--- src/sv/byte_recurrence_checksum_top_assert.svh ---
// Assertion macros for the byte recurrence checksum block.
// Each macro expects aclk and aresetn in scope.
`ifndef BYTE_RECURRENCE_CHECKSUM_TOP_ASSERT_SVH
`define BYTE_RECURRENCE_CHECKSUM_TOP_ASSERT_SVH

// Same-cycle implication.
`define BRC_ASSERT_NOW(label, ante, cons, msg) \
    label: assert property (@(posedge aclk) disable iff (!aresetn) (ante) |-> (cons)) \
        else $error(msg);

// Next-cycle implication.
`define BRC_ASSERT_NEXT(label, ante, cons, msg) \
    label: assert property (@(posedge aclk) disable iff (!aresetn) (ante) |=> (cons)) \
        else $error(msg);

`endif

--- src/sv/brc_pkg.sv ---
package brc_pkg;

    localparam int BYTE_W = 8;
    localparam int TERM_W = 16;

    // One input transfer: message byte plus end-of-message flag.
    typedef struct packed {
        logic [BYTE_W-1:0] data_byte;
        logic              last_byte;
    } item_t;

    localparam logic [TERM_W-1:0] TERM_MOD     = 16'hFFFF;  // 65535
    localparam logic [TERM_W-1:0] PREV_INIT    = 16'd1;
    localparam logic [TERM_W-1:0] CUR_INIT     = 16'd0;
    localparam logic [TERM_W-1:0] FIRST_OFFSET = 16'd7;
    localparam logic [BYTE_W-1:0] ALPHA_STEP   = 8'd17;
    localparam logic [BYTE_W-1:0] BETA_STEP    = 8'd31;

endpackage

--- src/sv/byte_recurrence_checksum_top.sv ---
// Byte recurrence checksum.
// Input stream (s_): one message byte per transfer in s_tdata, s_tlast marks the
// final byte of a message. Output stream (m_): one transfer per message carrying
// the 16-bit checksum in m_tdata; nothing is sent for bytes that are not last.
// Datapath: input register -> recurrence step (9x16 and 8x16
// multiply, difference, fold mod 65535) -> output register.
// A last byte passes from the input register through the recurrence step;
// m_tvalid rises once its checksum is written into the output register.
// Throughput: one byte per cycle sustained while the output register can take
// each last byte, as the current and previous terms are updated per byte taken.
// Reset (aresetn low, synchronous): both channel registers empty, recurrence
// state back to no message in progress.
// Receiver stall: non-last bytes keep flowing while m_tready is low; a last
// byte waits in the input register, with s_tready low, until the output
// register is free.
module byte_recurrence_checksum_top (
    input  logic        aclk,
    input  logic        aresetn,
    input  logic        s_tvalid,
    output logic        s_tready,
    input  logic [7:0]  s_tdata,   // [7:0] data_byte
    input  logic        s_tlast,   // last_byte
    output logic        m_tvalid,
    input  logic        m_tready,
    output logic [15:0] m_tdata    // [15:0] checksum
);
    import brc_pkg::*;

    item_t             s_item;
    item_t             item;
    logic              item_valid;
    logic              item_take;
    logic              out_free;
    logic              res_valid;
    logic [TERM_W-1:0] res_checksum;

    assign s_item.data_byte = s_tdata;
    assign s_item.last_byte = s_tlast;

    // Input register: decouples upstream from the recurrence step.
    brc_in_reg u_in_reg (
        .aclk       (aclk),
        .aresetn    (aresetn),
        .s_tvalid   (s_tvalid),
        .s_tready   (s_tready),
        .s_item     (s_item),
        .item_valid (item_valid),
        .item       (item),
        .item_take  (item_take)
    );

    // Recurrence state and next-term arithmetic.
    brc_step u_step (
        .aclk         (aclk),
        .aresetn      (aresetn),
        .item_valid   (item_valid),
        .item         (item),
        .item_take    (item_take),
        .out_free     (out_free),
        .res_valid    (res_valid),
        .res_checksum (res_checksum)
    );

    // Output register: holds a checksum while the receiver stalls.
    brc_out_reg u_out_reg (
        .aclk         (aclk),
        .aresetn      (aresetn),
        .res_valid    (res_valid),
        .res_checksum (res_checksum),
        .out_free     (out_free),
        .m_tvalid     (m_tvalid),
        .m_tready     (m_tready),
        .m_checksum   (m_tdata)
    );

endmodule

--- src/sv/brc_in_reg.sv ---
module brc_in_reg (
    input  logic          aclk,
    input  logic          aresetn,
    input  logic          s_tvalid,
    output logic          s_tready,
    input  brc_pkg::item_t s_item,
    output logic          item_valid,
    output brc_pkg::item_t item,
    input  logic          item_take
);
    import brc_pkg::*;

    logic  valid_reg;
    item_t item_reg;

    assign s_tready   = !valid_reg || item_take;
    assign item_valid = valid_reg;
    assign item       = item_reg;

    always_ff @(posedge aclk) begin
        if (!aresetn) begin
            valid_reg <= 1'b0;
        end else if (s_tvalid && s_tready) begin
            valid_reg <= 1'b1;
        end else if (item_take) begin
            valid_reg <= 1'b0;
        end
    end

    always_ff @(posedge aclk) begin
        if (s_tvalid && s_tready) begin
            item_reg <= s_item;
        end
    end

endmodule

--- src/sv/brc_step.sv ---
`include "byte_recurrence_checksum_top_assert.svh"

module brc_step (
    input  logic                         aclk,
    input  logic                         aresetn,
    input  logic                         item_valid,
    input  brc_pkg::item_t               item,
    output logic                         item_take,
    input  logic                         out_free,
    output logic                         res_valid,
    output logic [brc_pkg::TERM_W-1:0]   res_checksum
);
    import brc_pkg::*;

    logic [TERM_W-1:0] prev_reg, prev_next;
    logic [TERM_W-1:0] cur_reg, cur_next;
    logic [BYTE_W-1:0] idx_reg, idx_next;
    logic              in_msg_reg, in_msg_next;

    logic [BYTE_W-1:0] alpha, beta;
    logic [8:0]        factor;
    logic [24:0]       pos, neg, mag;
    logic              neg_flag;
    logic [16:0]       fold_sum;
    logic [TERM_W-1:0] r, new_term, first_term, upd_term;

    // A last byte needs room in the output register; other bytes never stall here.
    assign item_take = item_valid && (!item.last_byte || out_free);

    // Recurrence datapath: 9x16 and 8x16 products, signed difference, fold mod 65535.
    always_comb begin
        alpha    = BYTE_W'(idx_reg * ALPHA_STEP);
        beta     = BYTE_W'(idx_reg * BETA_STEP);
        factor   = {1'b0, item.data_byte} + {1'b0, alpha};
        pos      = 25'(factor) * 25'(cur_reg);
        neg      = 25'(beta) * 25'(prev_reg);
        neg_flag = neg > pos;
        mag      = neg_flag ? (neg - pos) : (pos - neg);
        // 2^16 = 1 mod 65535: add high and low halves, one conditional subtract.
        fold_sum = 17'(mag[24:16]) + {1'b0, mag[15:0]};
        if (fold_sum >= {1'b0, TERM_MOD}) begin
            fold_sum = fold_sum - {1'b0, TERM_MOD};
        end
        r = fold_sum[TERM_W-1:0];
        // Negative difference folds as (1 - r) mod 65535.
        if (!neg_flag) begin
            new_term = r;
        end else if (r <= 16'd1) begin
            new_term = 16'd1 - r;
        end else begin
            new_term = TERM_W'(17'h10000 - {1'b0, r});
        end
        first_term = {8'd0, item.data_byte} + FIRST_OFFSET;
        upd_term   = in_msg_reg ? new_term : first_term;
    end

    always_comb begin
        prev_next   = prev_reg;
        cur_next    = cur_reg;
        idx_next    = idx_reg;
        in_msg_next = in_msg_reg;
        if (item_take) begin
            if (item.last_byte) begin
                prev_next   = PREV_INIT;
                cur_next    = CUR_INIT;
                idx_next    = '0;
                in_msg_next = 1'b0;
            end else if (!in_msg_reg) begin
                prev_next   = PREV_INIT;
                cur_next    = first_term;
                idx_next    = 8'd1;
                in_msg_next = 1'b1;
            end else begin
                prev_next   = cur_reg;
                cur_next    = new_term;
                idx_next    = idx_reg + 8'd1;
            end
        end
    end

    always_ff @(posedge aclk) begin
        if (!aresetn) begin
            prev_reg   <= PREV_INIT;
            cur_reg    <= CUR_INIT;
            idx_reg    <= '0;
            in_msg_reg <= 1'b0;
        end else begin
            prev_reg   <= prev_next;
            cur_reg    <= cur_next;
            idx_reg    <= idx_next;
            in_msg_reg <= in_msg_next;
        end
    end

    assign res_valid    = item_take && item.last_byte;
    assign res_checksum = upd_term;

    `BRC_ASSERT_NOW(a_idle_clear, !in_msg_reg, (idx_reg == 8'd0) && (prev_reg == PREV_INIT), "idle state not clear")
    `BRC_ASSERT_NOW(a_cur_range, 1'b1, cur_reg != TERM_MOD, "current term out of range")
    `BRC_ASSERT_NEXT(a_last_clears, item_take && item.last_byte, !in_msg_reg, "last byte did not clear state")
    `BRC_ASSERT_NEXT(a_first_opens, item_take && !item.last_byte && !in_msg_reg, in_msg_reg && (idx_reg == 8'd1), "first byte did not open message")

endmodule

--- src/sv/brc_out_reg.sv ---
module brc_out_reg (
    input  logic                       aclk,
    input  logic                       aresetn,
    input  logic                       res_valid,
    input  logic [brc_pkg::TERM_W-1:0] res_checksum,
    output logic                       out_free,
    output logic                       m_tvalid,
    input  logic                       m_tready,
    output logic [brc_pkg::TERM_W-1:0] m_checksum
);
    import brc_pkg::*;

    logic              valid_reg;
    logic [TERM_W-1:0] data_reg;

    assign out_free   = !valid_reg || m_tready;
    assign m_tvalid   = valid_reg;
    assign m_checksum = data_reg;

    always_ff @(posedge aclk) begin
        if (!aresetn) begin
            valid_reg <= 1'b0;
        end else if (res_valid) begin
            valid_reg <= 1'b1;
        end else if (m_tready) begin
            valid_reg <= 1'b0;
        end
    end

    always_ff @(posedge aclk) begin
        if (res_valid) begin
            data_reg <= res_checksum;
        end
    end

endmodule

--- config.mk ---
export PLATFORM = sky130hd
export DESIGN_NAME = byte_recurrence_checksum_top
export DESIGN_NICKNAME = d
export VERILOG_FILES = /design/src/sv/brc_pkg.sv /design/src/sv/byte_recurrence_checksum_top.sv /design/src/sv/brc_in_reg.sv /design/src/sv/brc_step.sv /design/src/sv/brc_out_reg.sv
export VERILOG_INCLUDE_DIRS = /design/src /design/src/sv
export SDC_FILE = /design/constraint.sdc
export NUM_CORES = 1
export LEC_CHECK = 0
export BUFFER_PORTS_ARGS = -buffer_cell sky130_fd_sc_hd__buf_2
export CORE_MARGIN = 4
export CORE_UTILIZATION = 28
export DETAILED_ROUTE_END_ITERATION = 6
export PLACE_DENSITY_LB_ADDON = 0.08
export SLEW_MARGIN = 0
export SYNTH_ARGS = -nofsm -noshare
export SYNTH_HDL_FRONTEND = slang
export SYNTH_SLANG_ARGS = --single-unit
--- constraint.sdc ---
create_clock -name aclk -period 16.7 [get_ports aclk]
set_input_delay 0 -clock aclk [delete_from_list [all_inputs] [get_ports aclk]]
set_output_delay 0 -clock aclk [all_outputs]
set_load 0.05 [all_outputs]
==> reports/qor.txt <==
prevailing post-synth register cell - dfxtp_1
core area - 58100 sq um
skew final - 0.0149 ns
final hold violations - 0
I/O Pins - 31
synth unique cells - 100
Worst EP required - 16.80 ns
CTS sink count - 68
Die Area - 63200 sq um
Routed WL per cell - 19.7 um
Critical R2R Capture - u_out_reg.m_checksum[3]
Seq. cell area - 1620 sq um
R2R Path Start - u_step.idx_reg[2]
PortBufs - 30
Global Route Usage Sum - 0.173
YS warnings - 0
first-pass GRT wire length - 85.9 mm
CTS buffer count - 9
Critical path origin - u_step.idx_reg[2]
Syn Area/Cell - 8.29 sq um
dominant cell type by area after synthesis - fa_1
Min Clock Period, post-route - 15.81 ns
CP Buf/Inv Count - 9
via count - 14.0k
Max Slew Vio Count - 0
CP Depth - 65
post-synthesis register bit count - 68
clk root buf - clkbuf_16
grt total ovfl - 0
TNS Setup - 0 ns
Clk Latency, worst-skew pair - 0.36 ns
Final setup viols - 0
Multi-input gate area - 13500 sq um
vias per cell - 5.03
relative slew slack - 0.280
worst-margin pin slew - 1.08 ns
share of post-route cells with drive strength above 1 - 0.0757
largest net degree at the start of global routing - 32
CP Class - reg2reg
Starting Density - 0.285
reg2reg path depth - 65
Die Y - 251 um
clk slew on worst S/H paths - 0.06 ns
cell mode on critical path - inv_1
Mapped Nets - 2383
H-tree lvl count - 3
Max FO, Critical Path - 15
Fmax - 63.3 MHz
Tightest Hold Check Type - in2reg
register area share after synthesis - 0.0972
ranking of synthesized cells by area - fa_1 24%, ha_1 13%, inv_1 6.8%, and2_1 5.5%, dfxtp_1 5.2%
Startpoint Class - flop
clk buf depth - 2
residual DRC count - 0
CP endpoint kind - flop
first drt pass iteration count - 5
EDFF count, synth - 25
asr flop ratio synth - 0
fin util - 0.313
Die W - 251 um
DP HPWL - 46.4 mm
Placement Rows - 88
synthesized cell area - 16600 sq um
critical path's slowest cell - or4_4
crit-path leading delay family - compound AO/OA/AOI/OAI gates
outcome - completed
Data arrival, critical path - 15.90 ns
Syn-to-layout area delta - 9.61%
routability congestion estimate - 0.884
Final nets - 2400
initial antenna violation count - 0
DRT Wirelength - 54.9 mm
CP peak stage delay - 0.57 ns
vias in the first global route - 14.1k
R2R setup slack - 0.89 ns
Max Cap Violations - 0
crit share post-route - 0.947
CTS tree - built
synthesized instance count - 1999
antenna cells - 0
1st-iter DRT viols - 772
antenna viol nets, final - 0
CP endpoint - u_out_reg.m_checksum[3]
Fill cells - 6215
top cell type's share of synthesized area - 0.239
through the flow:
step	setup WS, ns	area (sq um)	instances	hold WS, ns
floorplan	1.25	16600	1999	0.0989
global placement	0.292	17700	2757	0.178
detailed placement	0.294	17700	2757	0.179
CTS	0.211	18100	2784	0.0730
global route	-0.0249	18200	2786	0.109
finish	0.891	18200	2786	0.0914
synthesized netlist by cell type, types with 15 or more instances:
cell	number
a22oi_1	16
o21ai_0	67
xor2_1	37
and2_1	147
fa_1	198
and3_1	19
dfxtp_1	43
nor3_1	18
a211oi_1	21
a21o_1	34
nor2b_1	42
nand3_1	32
edfxtp_1	25
nand2_1	200
a21oi_1	115
a31oi_1	15
nand4_1	19
ha_1	173
o21bai_1	32
xnor2_1	76
nor2_1	78
nand2b_1	20
inv_1	301
clkbuf_1	61
worst register-to-register path: cells and delay by family, from the launching register on:
family	cells	cell delay [ns]
xor gates and xnor gates	4	0.66
buffers and inverters	9	0.68
DFF	1	0.41
and+or+nand+nor	8	1.70
AOI/OAI and AO/OA	31	6.59
muxes	1	0.32
adders and majority gates	12	5.19
cell type report:
| type | instances | area share |
|---|---|---|
| multi-input combinational | 1544 | 0.744 |
| sequential | 68 | 0.0889 |
| inverter | 301 | 0.0622 |
| tap | 765 | 0.0527 |
| timing repair buffer | 92 | 0.0354 |
| clock buffer | 9 | 0.0124 |
| clock inverter | 7 | 0.00413 |
layer usage:
layer | track usage | up-vias | routed length (um)
li1 | - | 6687 | -
met1 | 0.249 | 7026 | 26500
met2 | 0.289 | 251 | 26100
met3 | 0.0132 | 39 | 1630
met4 | 0.0277 | 0 | 716
met5 | 0 | - | 0
cells in the final DEF (no fill, tap or decap), types with 7 or more instances in the layout:
| master | count |
|---|---|
| o31ai_1 | 8 |
| nand2b_1 | 20 |
| o21bai_1 | 32 |
| ha_1 | 172 |
| and2_1 | 147 |
| dlygate4sd3_1 | 11 |
| nand3_1 | 32 |
| o211ai_1 | 8 |
| and3_1 | 19 |
| buf_4 | 51 |
| buf_2 | 30 |
| clkbuf_16 | 9 |
| o21ai_0 | 67 |
| a21o_1 | 34 |
| o21a_1 | 12 |
| nand2_1 | 200 |
| nand4_1 | 19 |
| inv_1 | 301 |
| nor2_1 | 77 |
| a31oi_1 | 14 |
| nor3_1 | 18 |
| a22oi_1 | 16 |
| edfxtp_1 | 25 |
| fa_1 | 198 |
| xor2_1 | 37 |
| xnor2_1 | 74 |
| nor2b_1 | 42 |
| a21oi_1 | 113 |
| dfxtp_1 | 42 |
| a211oi_1 | 21 |
| a22o_1 | 7 |
how the worst min path moves through the flow:
stage	slack, ns	cells past startpoint	endpoint	startpoint
2_1_floorplan	0.1	0	u_in_reg.item[0]	s_tlast
3_3_place_gp	0.18	1	u_in_reg.item[1]	s_tdata[0]
3_5_place_dp	0.18	1	u_in_reg.item[3]	s_tdata[2]
4_1_cts	0.07	2	u_step.prev_reg[0]	aresetn
5_1_grt	0.11	2	u_step.prev_reg[0]	aresetn
6_report	0.09	2	u_step.prev_reg[0]	aresetn
what timing repair did:
| action | CTS | global route |
|---|---|---|
| setup buffers | 0 | 2 |
| hold buffers | 11 | 0 |
| endpoints found under the hold margin | 11 | 0 |
| resized for setup | 0 | 11 |
| setup endpoints to repair | 0 | 32 |
logic make-up after synthesis:
| kind of cell | Yosys count | synth area share |
|---|---|---|
| AND/OR/NAND/NOR | 618 | 0.196 |
| AO/OA/AOI/OAI | 433 | 0.181 |
| buffers and inverters | 387 | 0.0908 |
| adder cells (fa/ha/maj) | 371 | 0.370 |
| XOR/XNOR | 113 | 0.0597 |
| flip-flops | 68 | 0.0972 |
| multiplexers | 9 | 0.00566 |
Power is left out: the tool's default activity adds up to more than one toggle a clock period on the data nets, which glitch-free logic cannot reach.
